===== src/sv/fdr_pkg.sv =====
`timescale 1ns / 1ps

package fdr_pkg;

    localparam int DEF_MAX_WIDTH  = 1024;
    localparam int DEF_MAX_HEIGHT = 1024;

    localparam int CFG_W       = 11;
    localparam int COORD_W     = 10;
    localparam int PIXEL_W     = 32;
    localparam int TDATA_OUT_W = 48;
    localparam int APB_DATA_W  = 32;
    localparam int PADDR_W     = 3;
    localparam int FIFO_DEPTH  = 4;

    localparam logic [CFG_W-1:0] RESET_FRAME_WIDTH  = 11'd1024;
    localparam logic [CFG_W-1:0] RESET_FRAME_HEIGHT = 11'd768;

    localparam logic REG_FRAME_WIDTH  = 1'b0;
    localparam logic REG_FRAME_HEIGHT = 1'b1;

    typedef struct packed {
        logic first_frame;
        logic frame_end;
    } item_flags_t;

endpackage


===== src/sv/fdr_front.sv =====
`timescale 1ns / 1ps

module fdr_front import fdr_pkg::*; #(
    parameter int MAX_WIDTH  = DEF_MAX_WIDTH,
    parameter int MAX_HEIGHT = DEF_MAX_HEIGHT,
    localparam int CW     = $clog2(MAX_WIDTH),
    localparam int LW     = (MAX_HEIGHT > 1) ? $clog2(MAX_HEIGHT) : 1,
    localparam int AW     = $clog2(MAX_WIDTH * MAX_HEIGHT),
    localparam int ITEM_W = PIXEL_W + CW + LW + AW + $bits(item_flags_t)
) (
    input  logic               aclk,
    input  logic               aresetn,
    input  logic [CFG_W-1:0]   cfg_width,
    input  logic [CFG_W-1:0]   cfg_height,
    output logic [CW:0]        eff_width,
    output logic [LW:0]        eff_height,
    input  logic               s_tvalid,
    output logic               s_tready,
    input  logic [PIXEL_W-1:0] s_tdata,
    output logic               fifo_wr_en,
    output logic [ITEM_W-1:0]  fifo_wr_data,
    input  logic               fifo_wr_ready
);

    logic [CW-1:0] col_reg, col_next;
    logic [LW-1:0] line_reg, line_next;
    logic [AW-1:0] base_reg, base_next;
    logic          first_reg, first_next;
    logic [CW-1:0] w_last;
    logic [LW-1:0] h_last;
    logic [AW-1:0] addr;
    logic          accept;
    logic          line_end;
    item_flags_t   flags;

    always_comb begin
        if (cfg_width == '0) begin
            w_last = '0;
        end else if (32'(cfg_width) > MAX_WIDTH) begin
            w_last = CW'(MAX_WIDTH - 1);
        end else begin
            w_last = CW'(cfg_width - CFG_W'(1));
        end
        if (cfg_height == '0) begin
            h_last = '0;
        end else if (32'(cfg_height) > MAX_HEIGHT) begin
            h_last = LW'(MAX_HEIGHT - 1);
        end else begin
            h_last = LW'(cfg_height - CFG_W'(1));
        end
    end

    assign eff_width        = (CW+1)'(w_last) + (CW+1)'(1);
    assign eff_height       = (LW+1)'(h_last) + (LW+1)'(1);
    assign s_tready         = fifo_wr_ready;
    assign accept           = s_tvalid && s_tready;
    assign addr             = base_reg + AW'(col_reg);
    assign line_end         = (col_reg >= w_last);
    assign flags.first_frame = first_reg;
    assign flags.frame_end  = line_end && (line_reg >= h_last);
    assign fifo_wr_en       = accept;
    assign fifo_wr_data     = {s_tdata, col_reg, line_reg, addr, flags};

    always_comb begin
        col_next   = col_reg;
        line_next  = line_reg;
        base_next  = base_reg;
        first_next = first_reg;
        if (accept) begin
            priority if (flags.frame_end) begin
                col_next   = '0;
                line_next  = '0;
                base_next  = '0;
                first_next = 1'b0;
            end else if (line_end) begin
                col_next  = '0;
                line_next = line_reg + LW'(1);
                base_next = base_reg + AW'(MAX_WIDTH);
            end else begin
                col_next = col_reg + CW'(1);
            end
        end
    end

    always_ff @(posedge aclk) begin
        if (!aresetn) begin
            col_reg   <= '0;
            line_reg  <= '0;
            base_reg  <= '0;
            first_reg <= 1'b1;
        end else begin
            col_reg   <= col_next;
            line_reg  <= line_next;
            base_reg  <= base_next;
            first_reg <= first_next;
        end
    end

endmodule


===== config.mk =====
export PLATFORM = sky130hd
export DESIGN_NAME = fdr_front
export DESIGN_NICKNAME = d
export VERILOG_FILES = /design/src/sv/fdr_pkg.sv /design/src/sv/fdr_front.sv
export SDC_FILE = /design/constraint.sdc
export NUM_CORES = 1
export LEC_CHECK = 0
export BUFFER_PORTS_ARGS = -buffer_cell sky130_fd_sc_hd__buf_2
export CORE_MARGIN = 1
export CORE_UTILIZATION = 53
export CTS_BUF_LIST = sky130_fd_sc_hd__clkbuf_8
export CTS_CLUSTER_DIAMETER = 200
export DETAILED_ROUTE_END_ITERATION = 7
export HOLD_SLACK_MARGIN = 0.05
export PLACE_DENSITY_LB_ADDON = 0.15
export REMOVE_ABC_BUFFERS = 1
export SLEW_MARGIN = 20
export SYNTH_ARGS = -nofsm -noshare
export SYNTH_HDL_FRONTEND = slang
export SYNTH_SLANG_ARGS = --single-unit

===== constraint.sdc =====
create_clock -name aclk -period 9.5 [get_ports aclk]
set_input_delay 0 -clock aclk [delete_from_list [all_inputs] [get_ports aclk]]
set_output_delay 0 -clock aclk [all_outputs]
set_load 0.01 [all_outputs]

Word-level counts from Yosys, hierarchy flattened
Index checks and enable logic that the tools add are counted.
{"block": "word_totals", "output_inout_bits": 98, "mem_bits_rw": 0, "mem_count": 0, "wordCells": 33, "romBits": 0, "in_bits": 58, "register_bits": 41, "latch_bits": 0}
{"block": "classes", "n_shift": 0, "n_lt_le_gt_ge": 4, "n_eq_ne": 0, "bitwise": 0, "n_reduce_logical": 7, "multipliers": 0, "muxes": 10, "div_mod_pow": 0, "add_sub_neg": 8}
{"op": "2-to-1 mux 10 bit", "count": 8}
{"op": "2-to-1 mux 20 bit", "count": 2}
{"op": "adder 10 x 1 -> 11 bit, second input constant", "count": 2}
{"op": "> comparator 11 bit, second input constant", "count": 2}
{"op": "logical NOT 11 bit", "count": 2}
{"op": "adder 10 x 1 -> 10 bit, second input constant", "count": 2}
{"op": "adder 20 x 10 -> 20 bit", "count": 1}
{"op": "adder 20 x 11 -> 20 bit, second input constant", "count": 1}
{"op": ">= comparator 10 bit", "count": 2}
{"op": "subtractor 10 x 1 -> 10 bit, second input constant", "count": 2}
{"op": "AND reduction 2 bit", "count": 2}
{"op": "logical AND 1 bit", "count": 2}
{"op": "nonzero test 2 bit", "count": 1}

Longest topological paths before layout
{"block": "logic_depth", "ltp_word": 7, "mapped_depth": 17, "depth_no_buf": 14}

Least setup slack after synthesis
No wires, ideal clock.
{"block": "synth_timing", "kind": "input port to flip-flop", "start": "input cfg_width[2]", "end": "register base_reg[10]", "setup_slack_ps": 6173, "setup_ps": 128, "n_path_buf": 3, "required_ps": 9372, "arrival_time_ps": 3200, "cell_stages": 15, "path_cell_list": "clkbuf_1 -> nor4_2 -> nand4_1 -> and2_1 -> nor2_1 -> inv_1 -> ha_1 -> nand2b_1 -> a21oi_1 -> o21ai_1 -> a31oi_1 -> clkbuf_1 -> o21ai_1 -> clkbuf_1 -> nor2_1"}
{"block": "synth_between", "elab_chain_cells": 7, "elab_cells_between_ends": 10, "classes_between": "add/sub (1); order compare (2); mux (3); reduce/logical (4)"}
{"element": "start: declaration", "line_no": "fdr_front.sv:13", "source": "input logic [CFG_W-1:0] cfg_width,"}
{"element": "subtractor 10 x 1 -> 10 bit or > comparator 11 bit (tied branches)", "line_no": "fdr_front.sv:42, fdr_front.sv:39"}
{"element": "2-to-1 mux 10 bit", "line_no": "fdr_front.sv:39", "source": "end else if (32'(cfg_width) > MAX_WIDTH) begin"}
{"element": "2-to-1 mux 10 bit *", "line_no": "fdr_front.sv:37", "source": "if (cfg_width == '0) begin"}
{"element": ">= comparator 10 bit *", "line_no": "fdr_front.sv:58", "source": "assign line_end = (col_reg >= w_last);"}
{"element": "logical AND 1 bit", "line_no": "fdr_front.sv:60", "source": "assign flags.frame_end = line_end && (line_reg >= h_last);"}
{"element": "nonzero test 2 bit (no source line)"}
{"element": "AND reduction 2 bit (no source line)"}
{"element": "end signal: assignment", "line_no": "fdr_front.sv:94", "source": "base_reg <= base_next;"}
{"element": "end: declaration", "line_no": "fdr_front.sv:27", "source": "logic [AW-1:0] base_reg, base_next;"}
Mark *: on every way between the ends. The rest lies on a longest branch, timed or not.
A chain may end at the register's enable or synchronous reset.

Worst setup path in the final report
{"block": "layout_timing", "start": "input cfg_height[0]", "end": "register line_reg[5]"}
{"block": "layout_between", "elab_chain_cells": 7, "elab_cells_between_ends": 10, "classes_between": "add/sub (1); order compare (2); mux (3); reduce/logical (4)"}
{"element": "start: declaration", "line_no": "fdr_front.sv:14", "source": "input logic [CFG_W-1:0] cfg_height,"}
{"element": "subtractor 10 x 1 -> 10 bit or > comparator 11 bit (tied branches)", "line_no": "fdr_front.sv:49, fdr_front.sv:46"}
{"element": "2-to-1 mux 10 bit", "line_no": "fdr_front.sv:46", "source": "end else if (32'(cfg_height) > MAX_HEIGHT) begin"}
{"element": "2-to-1 mux 10 bit *", "line_no": "fdr_front.sv:44", "source": "if (cfg_height == '0) begin"}
{"element": ">= comparator 10 bit *", "line_no": "fdr_front.sv:60"}
{"element": "logical AND 1 bit *", "line_no": "fdr_front.sv:60"}
{"element": "nonzero test 2 bit (no source line)"}
{"element": "AND reduction 2 bit (no source line)"}
{"element": "end signal: assignment", "line_no": "fdr_front.sv:93", "source": "line_reg <= line_next;"}
{"element": "end: declaration", "line_no": "fdr_front.sv:26", "source": "logic [LW-1:0] line_reg, line_next;"}
Marked as above.

==> impl_metrics.ini <==
[status]
status = finished clean

[synthesis]
yosysUniqueCellTypes = 66
synth_ff_type = dfxtp_1
ys_warn_count = 0
async_reset_ff_share_pct = 0
syn_avg_cell_area_um2 = 7.325
synth-seq-cells = 31
synth-seq-area-share_pct = 18.14
synthCells = 467
syn_area_um2 = 3421
synth_enable_flop_cells = 0

[pwr]
power_frac_comb_pct = 31.5
ir_worst_vdd_mv = 0.06243
switching_power_uw = 114.7
leakage_nw = 1.742
power.total_uw = 347.3
pwr-share-clk_pct = 30.7
p_int_uw = 232.6
sw_frac_of_total_pct = 33.03
powerDensity_nw_per_um2 = 86.89
power_frac_seq_pct = 37.7

[route]
drcViolationCount = 0
postRouteAntennaNets = 0
routed_wl_mm = 10.51
detail_route.first_pass.iterations = 4
vias_per_cell = 6.141
avgRoutedWirePerCell_um = 17.39
num_vias = 3709
drtIter0Drc = 332

[cts]
cts_tree = yes
ctsRootBufferMaster = clkbuf_8
cts.sinks = 31
clock_latency_ns = 0.29
clkTransAtPathRegs_ns = 0.07
cts-buffers-inserted = 5
htree_levels = 2
cts_buffer_depth = 2

[cells_and_area]
final_cell_mix = buf_2, a21oi_1, nor2_1, dlygate4sd3_1, nand2_1
final_common_cell = buf_2
fin_area_um2 = 3998
final_core_util_pct = 65.96
drive_above_1_share_pct = 22.31
antenna_cells = 0
fin_cells = 604
synthToLayoutAreaGrowth_pct = 16.86
nets = 614

[grt]
grt_pass1_vias = 3152
grtUsageMet1_pct = 42.88
grt_usage_pct = 32.14
antenna_found_initial = 0
met2_usage_pct = 50.08
grt_overflow = 0
grtUsageMet3_pct = 8.571
top_usage_layer = met2
grt_pass1_wl_mm = 16.45
grt_max_degree = 40

[die]
fp.coreArea_um2 = 6061
fp.dieH_um = 82.34
num_rows = 28
io_pins = 156
floorplan.initialDensity_pct = 56.44
die_w_um = 82.34
dieArea_um2 = 6780

[setup_path]
path_class = input port to register
crit_required_ns = 9.72
worstSetupStartpointType = input port
critPathMaxFanout = 18
crit_arrival_ns = 3.83
crit_path_end_kind = register

[place]
place_area_um2 = 3580
dpl.hpwl_mm = 7.307
dp.cells = 564
place_congestion = 0.8677
port-buffer-count = 91

[sta]
tightest_slew_ns = 0.7092
fmax_mhz = 276.5
drv_slew = 0
fin_crit_ns = 3.617
period_share_pct = 38.08
rsz0062_at_grt = false
setup-violations-final = 0
fin_tns_setup_ns = 0
fin_worst_skew_ns = 0.005150
slew_headroom_pct = 52.72
hold_violations = 0

[min_path]
hp-class = input port to register

[flow_run]
cap_violations = 0
stage by stage:
| stage | hold WS (ns) | setup WS [ns] |
|---|---|---|
| 6_report | 0.1212 | 5.883 |
| 2_1_floorplan | 0 | 5.275 |
| 3_5_place_dp | 0.00008786 | 5.743 |
| 4_1_cts | 0.1128 | 5.990 |
| 3_3_place_gp | 0.00008786 | 5.857 |
| 5_1_grt | 0.1697 | 5.491 |
metal layers:
layer / wire length, um / part of all wire, %
met3: 951 / 9.1
met4: 292 / 2.8
met5: 0 / 0
met1: 4622 / 44
met2: 4639 / 44
worst paths after layout:
path | endpoint | depth (start not counted) | start | slack (ns)
setup / recovery | line_reg[5]$_SDFFE_PN0P_ | 15 | cfg_height[0] | 5.88
hold / removal | col_reg[1]$_SDFFE_PN0P_ | 4 | s_tvalid | 0.12
setup reg to reg | line_reg[5]$_SDFFE_PN0P_ | 8 | line_reg[3]$_SDFFE_PN0P_ | 7.03
hold reg to reg | first_reg$_SDFFE_PN1P_ | 2 | first_reg$_SDFFE_PN1P_ | 0.48
repair_timing:
item,CTS,global route
hold buffers,33,0
endpoints found under the hold margin,38,0
resized for setup,0,0
buffers inserted,0,0
cells in the mapped netlist (2+ instances only):
cell | n | area share [%]
nand3_1 | 15 | 2.2
nor3_1 | 10 | 1.5
or4_1 | 9 | 2.0
a31oi_1 | 4 | 0.73
xor2_1 | 16 | 4.1
or2_1 | 2 | 0.37
nand4b_1 | 3 | 0.77
a21o_1 | 5 | 1.1
buf_4 | 36 | 7.9
nor4_1 | 3 | 0.55
dfxtp_1 | 31 | 18
o21ai_1 | 6 | 0.88
nor3_2 | 2 | 0.59
nand2b_1 | 8 | 1.5
o41ai_1 | 3 | 0.77
a21oi_1 | 37 | 5.4
nand2_1 | 32 | 3.5
nand4_1 | 14 | 2.6
or4b_1 | 2 | 0.59
o21ai_0 | 17 | 2.5
and2_1 | 2 | 0.37
or2_2 | 3 | 0.55
a41oi_1 | 2 | 0.51
o22ai_1 | 2 | 0.37
or3_1 | 12 | 2.2
a21boi_0 | 6 | 1.3
or3_4 | 2 | 0.66
o21a_1 | 3 | 0.66
nor3b_1 | 2 | 0.44
a211o_1 | 2 | 0.51
o31ai_1 | 10 | 2.2
a211oi_1 | 3 | 0.66
nor2_1 | 34 | 3.7
and3_1 | 4 | 0.73
clkbuf_1 | 32 | 3.5
ha_1 | 27 | 9.9
nor4_2 | 2 | 0.73
nand3b_1 | 4 | 0.88
buf_2 | 2 | 0.29
inv_1 | 20 | 2.2
xnor2_1 | 13 | 3.3
worst max-delay path, stage by stage:
cell      delay (ns)
buf_2           0.14
inv_1           0.08
ha_1            0.36
nor4b_1         0.61
nand2_1         0.34
o21a_1          0.19
o22ai_1         0.18
ha_1            0.28
a21o_1          0.18
a21oi_1         0.14
o221ai_1        0.14
a221oi_1        0.67
o21ai_1         0.15
buf_4           0.23
a21oi_1         0.14
logic make-up after synthesis:
| family | Yosys count | synth area share (%) |
|---|---|---|
| and+or+nand+nor | 173 | 28.60 |
| AOI/OAI and AO/OA | 114 | 21.29 |
| buffers and inverters | 92 | 14.34 |
| DFF | 31 | 18.14 |
| xor gates and xnor gates | 29 | 7.425 |
| adders and majority gates | 27 | 9.876 |
| muxes | 1 | 0.3292 |
cell type report:
class                      count  area [um^2]
timing repair buffer         126        800.8
fill                         530         2063
sequential                    31        620.6
inverter                      21        78.83
tap                           75        93.84
multi-input combinational    344         2316
clock inverter                 1        5.005
clock buffer                   6        82.58
power by group through the flow:
stage          Clock, mW  Combinational (mW)  Sequential [mW]
4_1_cts            0.107               0.107            0.131
3_5_place_dp           0              0.0892            0.134
2_1_floorplan          0              0.0533            0.134
5_1_grt            0.114               0.119            0.131
3_3_place_gp           0              0.0876            0.134
6_report           0.107               0.109            0.131
Note: power is estimated with default switching activity, not from simulation.
