<file path="src/sv/fdr_pkg.sv">
`timescale 1ns / 1ps

package fdr_pkg;

    localparam int DEF_MAX_WIDTH  = 1024;
    localparam int DEF_MAX_HEIGHT = 1024;

    localparam int CFG_W       = 11;
    localparam int COORD_W     = 10;
    localparam int PIXEL_W     = 32;
    localparam int TDATA_OUT_W = 48;
    localparam int APB_DATA_W  = 32;
    localparam int PADDR_W     = 3;
    localparam int FIFO_DEPTH  = 4;

    localparam logic [CFG_W-1:0] RESET_FRAME_WIDTH  = 11'd1024;
    localparam logic [CFG_W-1:0] RESET_FRAME_HEIGHT = 11'd768;

    localparam logic REG_FRAME_WIDTH  = 1'b0;
    localparam logic REG_FRAME_HEIGHT = 1'b1;

    typedef struct packed {
        logic first_frame;
        logic frame_end;
    } item_flags_t;

endpackage

</file>
<file path="src/sv/fdr_fifo.sv">
`timescale 1ns / 1ps

module fdr_fifo import fdr_pkg::*; #(
    parameter int DATA_W = 8,
    parameter int DEPTH  = FIFO_DEPTH,
    localparam int PW    = (DEPTH > 1) ? $clog2(DEPTH) : 1
) (
    input  logic              aclk,
    input  logic              aresetn,
    input  logic              wr_en,
    input  logic [DATA_W-1:0] wr_data,
    output logic              wr_ready,
    input  logic              rd_en,
    output logic [DATA_W-1:0] rd_data,
    output logic              rd_valid
);

    logic [DATA_W-1:0] entry_reg [DEPTH];
    logic [PW-1:0]     wr_ptr_reg, wr_ptr_next;
    logic [PW-1:0]     rd_ptr_reg, rd_ptr_next;
    logic [PW:0]       count_reg, count_next;
    logic              do_wr, do_rd;

    assign wr_ready = (count_reg != (PW+1)'(DEPTH));
    assign rd_valid = (count_reg != '0);
    assign rd_data  = entry_reg[rd_ptr_reg];
    assign do_wr    = wr_en && wr_ready;
    assign do_rd    = rd_en && rd_valid;

    always_comb begin
        wr_ptr_next = wr_ptr_reg;
        rd_ptr_next = rd_ptr_reg;
        count_next  = count_reg;
        if (do_wr) begin
            wr_ptr_next = (wr_ptr_reg == PW'(DEPTH - 1)) ? '0 : wr_ptr_reg + PW'(1);
        end
        if (do_rd) begin
            rd_ptr_next = (rd_ptr_reg == PW'(DEPTH - 1)) ? '0 : rd_ptr_reg + PW'(1);
        end
        if (do_wr && !do_rd) begin
            count_next = count_reg + (PW+1)'(1);
        end else if (do_rd && !do_wr) begin
            count_next = count_reg - (PW+1)'(1);
        end
    end

    always_ff @(posedge aclk) begin
        if (!aresetn) begin
            wr_ptr_reg <= '0;
            rd_ptr_reg <= '0;
            count_reg  <= '0;
        end else begin
            wr_ptr_reg <= wr_ptr_next;
            rd_ptr_reg <= rd_ptr_next;
            count_reg  <= count_next;
        end
    end

    always_ff @(posedge aclk) begin
        if (do_wr) begin
            entry_reg[wr_ptr_reg] <= wr_data;
        end
    end

endmodule

</file>
<file path="config.mk">
export PLATFORM = sky130hd
export DESIGN_NAME = fdr_fifo
export DESIGN_NICKNAME = d
export VERILOG_FILES = /design/src/sv/fdr_pkg.sv /design/src/sv/fdr_fifo.sv
export SDC_FILE = /design/constraint.sdc
export NUM_CORES = 1
export LEC_CHECK = 0
export BUFFER_PORTS_ARGS = -buffer_cell sky130_fd_sc_hd__buf_2
export CELL_PAD_IN_SITES_DETAIL_PLACEMENT = 1
export CELL_PAD_IN_SITES_GLOBAL_PLACEMENT = 2
export CORE_MARGIN = 5
export CORE_UTILIZATION = 37
export CTS_CLUSTER_DIAMETER = 200
export DETAILED_ROUTE_END_ITERATION = 16
export HOLD_SLACK_MARGIN = 0.15
export PLACE_DENSITY = 0.86
export SYNTH_ARGS = -nofsm -noshare
export SYNTH_HDL_FRONTEND = slang
export SYNTH_SLANG_ARGS = --single-unit
</file>
<file path="constraint.sdc">
create_clock -name aclk -period 2 [get_ports aclk]
set_input_delay 0.1 -clock aclk [delete_from_list [all_inputs] [get_ports aclk]]
set_output_delay 0.1 -clock aclk [all_outputs]
set_load 0.01 [all_outputs]
</file>
# After elaboration in Yosys (flattened, before gate mapping)
# Memory sizes are Yosys's and may differ from the RTL's. A register that Yosys moved wholly into a read port is not among the register bits.
# Index checks and enable logic that the tools add are counted.
[op_classes]
add_sub_neg = 4
multipliers = 0
div = 0
magnitude_cmp = 0
eq_ne = 3
shifts = 0
muxes = 8
bitwise_logic = 0
n_reduce_logical = 8
[op_table]
columns = ["cell", "count"]
rows = [
  ["$mux W2", 4],
  ["$mux W3", 2],
  ["$add A2 B1 Y2 const B", 2],
  ["$eq A2 B2 Y1 const B", 2],
  ["$logic_and A1 B1 Y1", 4],
  ["$add A3 B1 Y3 const B", 1],
  ["$ne A3 B3 Y1 const B", 1],
  ["$reduce_bool A3 Y1", 1],
  ["$sub A3 B1 Y3 const B", 1],
  ["$logic_not A1 Y1", 2],
  ["$mux W1", 2],
  ["$reduce_bool A2 Y1", 1],
]
[word_totals]
reg_bits = 7
latch_bits = 0
ram_bits = 32
romBits = 0
output_inout_bits = 10
word_cells = 27
memories = 1
[memory_table]
columns = ["memory", "depth", "word_bits", "read_ports", "rd_clocked_by_memory_dff", "write_ports", "line_no", "rtl"]
rows = [
  ["entry_reg", 4, 8, 1, 1, 1, "fdr_fifo.sv:18", "logic [DATA_W-1:0] entry_reg [DEPTH];"],
]

# Longest topological paths before layout
# Gate-level depths: netlist of run 1.
[depth]
word_depth = 6
ltp_mapped = 9

# Least setup slack after synthesis of run 1
# No wires, ideal clock.
[synth_path]
path_kind = "register to register"
from = "register count_reg[0]"
to = "register count_reg[2]"
arrival_ps = 2109
setup_slack_ps = -185
path_stages_with_launch = 8
period_less_slack_ps = 2185
path_cell_list = "dfxtp_1 -> o31ai_1 -> ha_1 -> inv_1 -> fa_1 -> xor2_1 -> or3_2 -> a21boi_0"
[synth_between]
elab_chain_cells = 5
word_cells_on_any_way = 13
classes_between = "2 x add/sub; 1 x eq/ne; 2 x mux; 8 x reduce/logical"
[synth_lines]
columns = ["element", "line_no", "rtl"]
rows = [
  ["start, declared", "fdr_fifo.sv:21", "logic [PW:0] count_reg, count_next;"],
  ["start signal, assigned", "fdr_fifo.sv:55", "count_reg <= count_next;"],
  ["parallel branches: the longest is 5 deep, another holds $sub A3 B1 Y3", "n/a", ""],
]
# Parallel ways; which one is timed is not known. The select of a mux whose other input is x is not followed.
# A chain may end at the register's enable or synchronous reset.

# Worst setup path in the final report of run 1
[layout_path]
from = "register count_reg[2]"
to = "register count_reg[2]"
[layout_between]
elab_chain_cells = 5
word_cells_on_any_way = 13
classes_between = "2 x add/sub; 1 x eq/ne; 2 x mux; 8 x reduce/logical"
[layout_lines]
columns = ["element", "line_no", "rtl"]
rows = [
  ["$ne A3 B3 Y1 (*)", "fdr_fifo.sv:24", "assign wr_ready = (count_reg != (PW+1)'(DEPTH));"],
  ["$logic_and A1 B1 Y1 (*)", "fdr_fifo.sv:27", "assign do_wr = wr_en && wr_ready;"],
  ["net do_wr", "fdr_fifo.sv:22", "logic do_wr, do_rd;"],
  ["$logic_not A1 Y1", "fdr_fifo.sv:42", "end else if (do_rd && !do_wr) begin"],
  ["$logic_and A1 B1 Y1", "fdr_fifo.sv:42", ""],
  ["$reduce_bool A2 Y1 (no line)", "n/a", ""],
]
# Mark *: on every way through the listed nets, which the timed path passes. The rest lies on a longest branch. The select of a mux whose other input is x is not followed.

==> results of run 1 <==
==> cells by family after synthesis <==
family / count (synthesis) / synth area share
compound gates: 6 / 0.02143
fa+ha+maj: 7 / 0.05815
xor+xnor: 2 / 0.01071
flops: 41 / 0.6978
mux: 10 / 0.1224
simple gates: 20 / 0.07193
buf+inv: 7 / 0.01759
==> where the power goes <==
group          switching (mW)  internal [mW]  total [mW]
Clock                   0.283          0.370       0.654
Combinational           0.352          0.427       0.779
Sequential              0.115           1.06        1.18
==> what timing repair did <==
item,in CTS,in global routing
setup buffers,0,1
hold buffers,9,0
endpoints found under the hold margin,33,0
resized for setup,1,2
pin swaps,0,0
setup endpoints to repair,1,1
==> per-layer routing <==
metal	vias up	share of wire	track usage
li1	429	-	-
met1	465	0.41	0.1432
met2	23	0.52	0.2158
met3	7	0.053	0.03901
met4	0	0.013	0.03671
met5	-	0	0
==> synthesized netlist by cell type <==
master	count	area, um2
sky130_fd_sc_hd__clkbuf_2	1	5.000
sky130_fd_sc_hd__mux4_2	8	180.2
sky130_fd_sc_hd__nand4_1	1	6.260
sky130_fd_sc_hd__o21ai_0	4	20.02
sky130_fd_sc_hd__buf_2	1	5.000
sky130_fd_sc_hd__and2_1	1	6.260
sky130_fd_sc_hd__inv_1	3	11.26
sky130_fd_sc_hd__mux2i_1	2	20.02
sky130_fd_sc_hd__or3b_1	1	8.760
sky130_fd_sc_hd__nor2_1	2	7.510
sky130_fd_sc_hd__nand2_1	5	18.77
sky130_fd_sc_hd__or3_2	2	15.01
sky130_fd_sc_hd__buf_1	1	3.750
sky130_fd_sc_hd__xnor2_1	1	8.760
sky130_fd_sc_hd__xor2_1	1	8.760
sky130_fd_sc_hd__nand3_1	2	10.01
sky130_fd_sc_hd__edfxtp_1	32	960.9
sky130_fd_sc_hd__a21boi_0	1	7.510
sky130_fd_sc_hd__o31ai_1	1	7.510
sky130_fd_sc_hd__and2_4	1	8.760
sky130_fd_sc_hd__dfxtp_1	9	180.2
sky130_fd_sc_hd__fa_1	1	20.02
sky130_fd_sc_hd__clkbuf_1	1	3.750
sky130_fd_sc_hd__ha_1	6	75.07
sky130_fd_sc_hd__and3_2	4	30.03
sky130_fd_sc_hd__nor2b_1	1	6.260
==> worst max-delay path, delay by kind of cell, from the launching register on <==
family | cells | cell delay (ns)
XOR/XNOR | 1 | 0.17
flip-flops | 1 | 0.37
adder cells (fa/ha/maj) | 2 | 0.49
AO/OA/AOI/OAI | 1 | 0.11
buffers and inverters | 1 | 0.04
AND/OR/NAND/NOR | 3 | 0.70
==> layout by cell type (no fill, tap or decap) <==
| cell | n |
|---|---|
| sky130_fd_sc_hd__xor2_1 | 1 |
| sky130_fd_sc_hd__nand4_1 | 1 |
| sky130_fd_sc_hd__edfxtp_1 | 32 |
| sky130_fd_sc_hd__fa_2 | 1 |
| sky130_fd_sc_hd__o31ai_4 | 1 |
| sky130_fd_sc_hd__and2_1 | 1 |
| sky130_fd_sc_hd__dfxtp_4 | 2 |
| sky130_fd_sc_hd__inv_1 | 2 |
| sky130_fd_sc_hd__or3_2 | 1 |
| sky130_fd_sc_hd__bufinv_16 | 1 |
| sky130_fd_sc_hd__xnor2_1 | 1 |
| sky130_fd_sc_hd__and3_2 | 4 |
| sky130_fd_sc_hd__dlygate4sd3_1 | 9 |
| sky130_fd_sc_hd__mux2i_1 | 2 |
| sky130_fd_sc_hd__a21boi_1 | 1 |
| sky130_fd_sc_hd__and2_4 | 1 |
| sky130_fd_sc_hd__clkinv_2 | 1 |
| sky130_fd_sc_hd__ha_4 | 1 |
| sky130_fd_sc_hd__inv_2 | 1 |
| sky130_fd_sc_hd__dfxtp_1 | 6 |
| sky130_fd_sc_hd__or3_4 | 1 |
| sky130_fd_sc_hd__clkbuf_1 | 1 |
| sky130_fd_sc_hd__or3b_4 | 1 |
| sky130_fd_sc_hd__o21ai_0 | 4 |
| sky130_fd_sc_hd__clkbuf_8 | 5 |
| sky130_fd_sc_hd__buf_2 | 21 |
| sky130_fd_sc_hd__mux4_2 | 8 |
| sky130_fd_sc_hd__nor2_1 | 2 |
| sky130_fd_sc_hd__dfxtp_2 | 1 |
| sky130_fd_sc_hd__nand2_1 | 5 |
| sky130_fd_sc_hd__nor2b_1 | 1 |
| sky130_fd_sc_hd__buf_4 | 4 |
| sky130_fd_sc_hd__ha_1 | 5 |
| sky130_fd_sc_hd__nand3_1 | 2 |
==> final timing paths <==
kind,slack [ns],cells after the start,from,endpoint
setup reg to reg,0.05,8,count_reg[2]$_SDFFE_PN0P_,count_reg[2]$_SDFFE_PN0P_
hold reg to reg,0.52,2,wr_ptr_reg[1]$_SDFFE_PN0P_,wr_ptr_reg[1]$_SDFFE_PN0P_
setup / recovery,0.05,8,count_reg[2]$_SDFFE_PN0P_,count_reg[2]$_SDFFE_PN0P_
hold / removal,0.15,2,aresetn,count_reg[2]$_SDFFE_PN0P_
==> through the flow <==
step                      hold WS [ns]  setup TNS (ns)  utilization  worst slack [ns]
after floorplan                 0.1989               0            -           0.02662
after global placement          0.3092               0       0.4256            0.1137
after detailed placement        0.3260               0       0.4256          0.003727
after CTS                       0.1543               0       0.4734           0.04075
after global routing            0.1644        -0.01216       0.4763          -0.01216
final                           0.1511               0       0.4763           0.05133
==> area by class of cell <==
class	count	area, um2
inverter	3	11.26
clock inverter	2	35.03
sequential	41	1150
fill	430	2265
tap	52	65.06
timing repair buffer	34	225.2
multi-input combinational	45	500.5
clock buffer	6	72.57
==> run_summary.xml, run 1 <==
<?xml version="1.0" encoding="UTF-8"?>
<metrics>
  <group name="detailed_routing">
    <metric name="drcViolationCount" unit="">0</metric>
    <metric name="final_antenna_net_count" unit="">0</metric>
    <metric name="detailroute.via_count" unit="">924</metric>
    <metric name="firstDrtPassIters" unit="">4</metric>
    <metric name="wire_length_after_detailed_routing" unit="um">3248</metric>
    <metric name="detail_route.wl_per_cell" unit="um">17.75</metric>
    <metric name="dr.first_iter.drc_count" unit="">82</metric>
    <metric name="via_per_inst" unit="">5.049</metric>
  </group>
  <group name="cts">
    <metric name="h_tree_depth" unit="">2</metric>
    <metric name="buffer_depth_of_the_longest_clock_path" unit="">2</metric>
    <metric name="cts_inserted_buffers" unit="">5</metric>
    <metric name="clockRootBuffer" unit="">sky130_fd_sc_hd__clkbuf_8</metric>
    <metric name="tritoncts" unit="">built</metric>
    <metric name="clk_transition_reported_paths" unit="ns">0.07</metric>
    <metric name="cts_num_sinks" unit="">41</metric>
    <metric name="clock_insertion_delay_at_the_later_pin_of_the_skew_report" unit="ns">0.29</metric>
  </group>
  <group name="logic_synthesis">
    <metric name="avgSynthCellArea" unit="um2">17.58</metric>
    <metric name="synth.net_count" unit="">112</metric>
    <metric name="yosysWarningCount" unit="">0</metric>
    <metric name="post_synth_design_cell_area" unit="mm2">0.001635</metric>
    <metric name="synthesis.instances" unit="">93</metric>
    <metric name="synth_seq_area_share" unit="">0.6978</metric>
    <metric name="netlist-cell-type-count" unit="">26</metric>
    <metric name="synth.ff_latch_count" unit="">41</metric>
  </group>
  <group name="place">
    <metric name="routabilityCongestion" unit="">0.7935</metric>
    <metric name="numPlacedInstances" unit="">165</metric>
    <metric name="io_buffer_count" unit="">21</metric>
    <metric name="place_hpwl" unit="um">2333</metric>
    <metric name="dpl_cell_area" unit="mm2">0.001841</metric>
  </group>
  <group name="setup_path">
    <metric name="critPathLaunchType" unit="">flop</metric>
    <metric name="element_type_at_the_critical_path_end" unit="">flop</metric>
    <metric name="crit_path_max_incr_delay" unit="ns">0.37</metric>
    <metric name="crit_chain" unit="">or3b_4, and2_4, ha_4, inv_2, fa_2, xor2_1, or3_4, a21boi_1</metric>
    <metric name="critical_path.max_fanout" unit="">5</metric>
    <metric name="critPathKind" unit="">reg2reg</metric>
    <metric name="arrival" unit="ns">2.17</metric>
    <metric name="cp_data_required_time" unit="ns">2.22</metric>
    <metric name="cp_slowest_cell" unit="">sky130_fd_sc_hd__dfxtp_4</metric>
  </group>
  <group name="layout">
    <metric name="finalInstanceArea" unit="mm2">0.002059</metric>
    <metric name="largest_register_ffs" unit="">32</metric>
    <metric name="layout-drive-gt1-share" unit="">0.4198</metric>
    <metric name="area.growth.synth_to_final" unit="%">25.94</metric>
    <metric name="fin_nets" unit="">149</metric>
    <metric name="insertedDiodeCount" unit="">0</metric>
    <metric name="finish.cell_count_without_fillers" unit="">183</metric>
  </group>
  <group name="die">
    <metric name="rows" unit="">24</metric>
    <metric name="floorplan.initialDensity" unit="">0.3782</metric>
    <metric name="floorplan_die_height" unit="um">76.48</metric>
    <metric name="dieArea" unit="mm2">0.005849</metric>
    <metric name="die_w" unit="um">76.48</metric>
    <metric name="core-area" unit="mm2">0.004324</metric>
    <metric name="pin_count" unit="">22</metric>
  </group>
  <group name="pwr">
    <metric name="p_leak" unit="nW">0.7511</metric>
    <metric name="power.total" unit="mW">2.612</metric>
    <metric name="power_per_cell_area" unit="mW/mm2">1268</metric>
    <metric name="max-vdd-ir-drop" unit="uV">575.6</metric>
  </group>
  <group name="timing">
    <metric name="fin_skew" unit="ns">0.003965</metric>
    <metric name="unrepaired_setup_endpoints_after_global_routing" unit="">true</metric>
    <metric name="worst_slew_margin_rel" unit="">0.7295</metric>
    <metric name="period_needed" unit="ns">1.949</metric>
    <metric name="final_number_of_setup_violating_endpoints" unit="">0</metric>
    <metric name="actual_slew_at_the_worst_max_slew_pin" unit="ns">0.4052</metric>
    <metric name="layout_worst_path_cycle_share" unit="">0.9743</metric>
    <metric name="fmax" unit="MHz">513.2</metric>
    <metric name="finalHoldViolations" unit="">0</metric>
    <metric name="timing_max_transition_violations_final" unit="">0</metric>
  </group>
  <group name="grt">
    <metric name="maximum_number_of_pins_on_one_net_before_global_route_repair" unit="">14</metric>
    <metric name="vias_in_the_first_global_route" unit="">1064</metric>
    <metric name="global_route.overflow_total" unit="">0</metric>
    <metric name="number_of_antenna_violations_at_the_first_check_in_global_routing" unit="">0</metric>
    <metric name="grt_first_pass_wirelength" unit="um">5575</metric>
    <metric name="track_usage" unit="">0.1232</metric>
  </group>
  <group name="worst_hold_path">
    <metric name="min_path_type" unit="">in2reg</metric>
  </group>
  <group name="run">
    <metric name="cap_viol_max_count" unit="">0</metric>
  </group>
  <group name="outcome">
    <metric name="outcome" unit="">finished clean</metric>
  </group>
</metrics>
Note: power is estimated with default switching activity, not from simulation.
==> run 2: changes to the inputs <==
MAX_ROUTING_LAYER = met4   (was unset)
SLEW_MARGIN = 40   (was unset)
==> run_summary.xml, run 2 (synthesized netlist as in run 1, its figures left out) <==
<?xml version="1.0" encoding="UTF-8"?>
<metrics>
  <group name="timing">
    <metric name="period_needed" unit="ns">1.949</metric>
    <metric name="actual_slew_at_the_worst_max_slew_pin" unit="ns">0.4052</metric>
    <metric name="fmax" unit="MHz">513.2</metric>
    <metric name="holdWs" unit="ns">0.1511</metric>
    <metric name="fin_skew" unit="ns">0.003965</metric>
    <metric name="worst_slew_margin_rel" unit="">0.7295</metric>
    <metric name="unrepaired_setup_endpoints_after_global_routing" unit="">true</metric>
    <metric name="timing_max_transition_violations_final" unit="">0</metric>
    <metric name="layout_worst_path_cycle_share" unit="">0.9743</metric>
    <metric name="final_number_of_setup_violating_endpoints" unit="">0</metric>
    <metric name="setup-tns-final" unit="ns">0</metric>
    <metric name="finalHoldViolations" unit="">0</metric>
  </group>
  <group name="layout">
    <metric name="n_fill_cell" unit="">430</metric>
    <metric name="fin_nets" unit="">149</metric>
    <metric name="finish.cell_count_without_fillers" unit="">183</metric>
    <metric name="area_taken_by_multi_input_logic_gates" unit="um2">500.5</metric>
    <metric name="largest_register_ffs" unit="">32</metric>
    <metric name="insertedDiodeCount" unit="">0</metric>
    <metric name="register_area" unit="mm2">0.001150</metric>
    <metric name="area.growth.synth_to_final" unit="%">25.94</metric>
    <metric name="finalInstanceArea" unit="mm2">0.002059</metric>
    <metric name="final_common_cell" unit="">sky130_fd_sc_hd__edfxtp_1</metric>
    <metric name="layout.cells.most_common_list" unit="">sky130_fd_sc_hd__edfxtp_1 (32), sky130_fd_sc_hd__buf_2 (21), sky130_fd_sc_hd__dlygate4sd3_1 (9), sky130_fd_sc_hd__mux4_2 (8), sky130_fd_sc_hd__dfxtp_1 (6)</metric>
    <metric name="layout-drive-gt1-share" unit="">0.4198</metric>
  </group>
  <group name="place">
    <metric name="dpl_cell_area" unit="mm2">0.001841</metric>
    <metric name="numPlacedInstances" unit="">165</metric>
    <metric name="place_hpwl" unit="um">2333</metric>
    <metric name="routabilityCongestion" unit="">0.8048</metric>
    <metric name="io_buffer_count" unit="">21</metric>
  </group>
  <group name="pwr">
    <metric name="power_per_cell_area" unit="mW/mm2">1268</metric>
    <metric name="power.total" unit="mW">2.612</metric>
    <metric name="p_leak" unit="nW">0.7511</metric>
    <metric name="max-vdd-ir-drop" unit="uV">575.7</metric>
  </group>
  <group name="cts">
    <metric name="clock_insertion_delay_at_the_later_pin_of_the_skew_report" unit="ns">0.29</metric>
    <metric name="clk_transition_reported_paths" unit="ns">0.07</metric>
    <metric name="clockRootBuffer" unit="">sky130_fd_sc_hd__clkbuf_8</metric>
    <metric name="h_tree_depth" unit="">2</metric>
    <metric name="cts_num_sinks" unit="">41</metric>
    <metric name="cts_inserted_buffers" unit="">5</metric>
    <metric name="tritoncts" unit="">built</metric>
    <metric name="buffer_depth_of_the_longest_clock_path" unit="">2</metric>
  </group>
  <group name="die">
    <metric name="floorplan.initialDensity" unit="">0.3782</metric>
    <metric name="pin_count" unit="">22</metric>
    <metric name="dieArea" unit="mm2">0.005849</metric>
    <metric name="floorplan_die_height" unit="um">76.48</metric>
    <metric name="core-area" unit="mm2">0.004324</metric>
    <metric name="die_w" unit="um">76.48</metric>
    <metric name="rows" unit="">24</metric>
  </group>
  <group name="setup_path">
    <metric name="startpoint" unit="">count_reg[2]$_SDFFE_PN0P_</metric>
    <metric name="cp_data_required_time" unit="ns">2.22</metric>
    <metric name="critPathLaunchType" unit="">flop</metric>
    <metric name="element_type_at_the_critical_path_end" unit="">flop</metric>
    <metric name="arrival" unit="ns">2.17</metric>
    <metric name="crit-reg2reg-launch" unit="">count_reg[2]$_SDFFE_PN0P_</metric>
    <metric name="critPathKind" unit="">reg2reg</metric>
    <metric name="critical_path.max_fanout" unit="">5</metric>
  </group>
  <group name="detailed_routing">
    <metric name="wire_length_after_detailed_routing" unit="um">3248</metric>
    <metric name="dr.first_iter.drc_count" unit="">82</metric>
    <metric name="final_antenna_net_count" unit="">0</metric>
    <metric name="detailroute.via_count" unit="">924</metric>
    <metric name="detail_route.wl_per_cell" unit="um">17.75</metric>
    <metric name="drcViolationCount" unit="">0</metric>
    <metric name="via_per_inst" unit="">5.049</metric>
    <metric name="firstDrtPassIters" unit="">4</metric>
  </group>
  <group name="worst_hold_path">
    <metric name="min_path_type" unit="">in2reg</metric>
    <metric name="hold_path_startpoint" unit="">aresetn</metric>
  </group>
  <group name="grt">
    <metric name="number_of_antenna_violations_at_the_first_check_in_global_routing" unit="">0</metric>
    <metric name="track_usage" unit="">0.1267</metric>
    <metric name="grt_first_pass_wirelength" unit="um">5575</metric>
    <metric name="vias_in_the_first_global_route" unit="">1064</metric>
    <metric name="global_route.overflow_total" unit="">0</metric>
    <metric name="maximum_number_of_pins_on_one_net_before_global_route_repair" unit="">14</metric>
  </group>
  <group name="outcome">
    <metric name="outcome" unit="">finished clean</metric>
  </group>
  <group name="run">
    <metric name="cap_viol_max_count" unit="">0</metric>
  </group>
</metrics>
run 2: cell counts in the layout (fill, tap and decap cells not counted):
Identical to the previous run, type by type.
run 2: metrics by stage:
step / util / worst slack (ns)
finish: 0.4763 / 0.05133
global route: 0.4763 / -0.01216
CTS: 0.4734 / 0.04075
detailed placement: 0.4256 / 0.003727
global placement: 0.4256 / 0.1137
floorplan: - / 0.02662
run 2: path summary, 6_finish.rpt:
| check | end | slack (ns) | cells past startpoint |
|---|---|---|---|
| setup reg to reg | count_reg[2]$_SDFFE_PN0P_ | 0.05 | 8 |
| hold / removal | count_reg[2]$_SDFFE_PN0P_ | 0.15 | 2 |
| hold reg to reg | wr_ptr_reg[1]$_SDFFE_PN0P_ | 0.52 | 2 |
| setup / recovery | count_reg[2]$_SDFFE_PN0P_ | 0.05 | 8 |
run 2: cell type report:
type,count,share of cell area
Clock buffer,6,0.03524
Clock inverter,2,0.01701
Inverter,3,0.005468
Multi-Input combinational cell,45,0.2430
Sequential cell,41,0.5583
Tap cell,52,0.03159
Timing Repair Buffer,34,0.1094
run 2: worst max-delay path, stage by stage (launching register included):
cell and delay (ns):
sky130_fd_sc_hd__dfxtp_4 0.37, sky130_fd_sc_hd__or3b_4 0.23, sky130_fd_sc_hd__and2_4 0.15, sky130_fd_sc_hd__ha_4 0.14, sky130_fd_sc_hd__inv_2 0.04, sky130_fd_sc_hd__fa_2 0.35, sky130_fd_sc_hd__xor2_1 0.17, sky130_fd_sc_hd__or3_4 0.32
sky130_fd_sc_hd__a21boi_1 0.11
run 2: metal layers:
layer,up-vias,routed length (um),track usage
met4,0,42,0.03671
met3,7,167,0.03783
met2,23,1690,0.2158
li1,429,-,-
met5,-,0,-
met1,465,1347,0.1439
run 2: repair_timing:
action,CTS,global route
hold buffers,9,0
setup endpoints to repair,1,1
hold endpoints to repair,33,0
setup buffers,0,1
resized for setup,1,2
pin swaps,0,0
run 2: power breakdown:
group / internal (mW) / switching (mW) / leakage, nW
registers: 1.06 / 0.115 / 0.369
logic: 0.427 / 0.352 / 0.327
clock network: 0.370 / 0.283 / 0.0552
total: 1.86 / 0.751 / 0.751
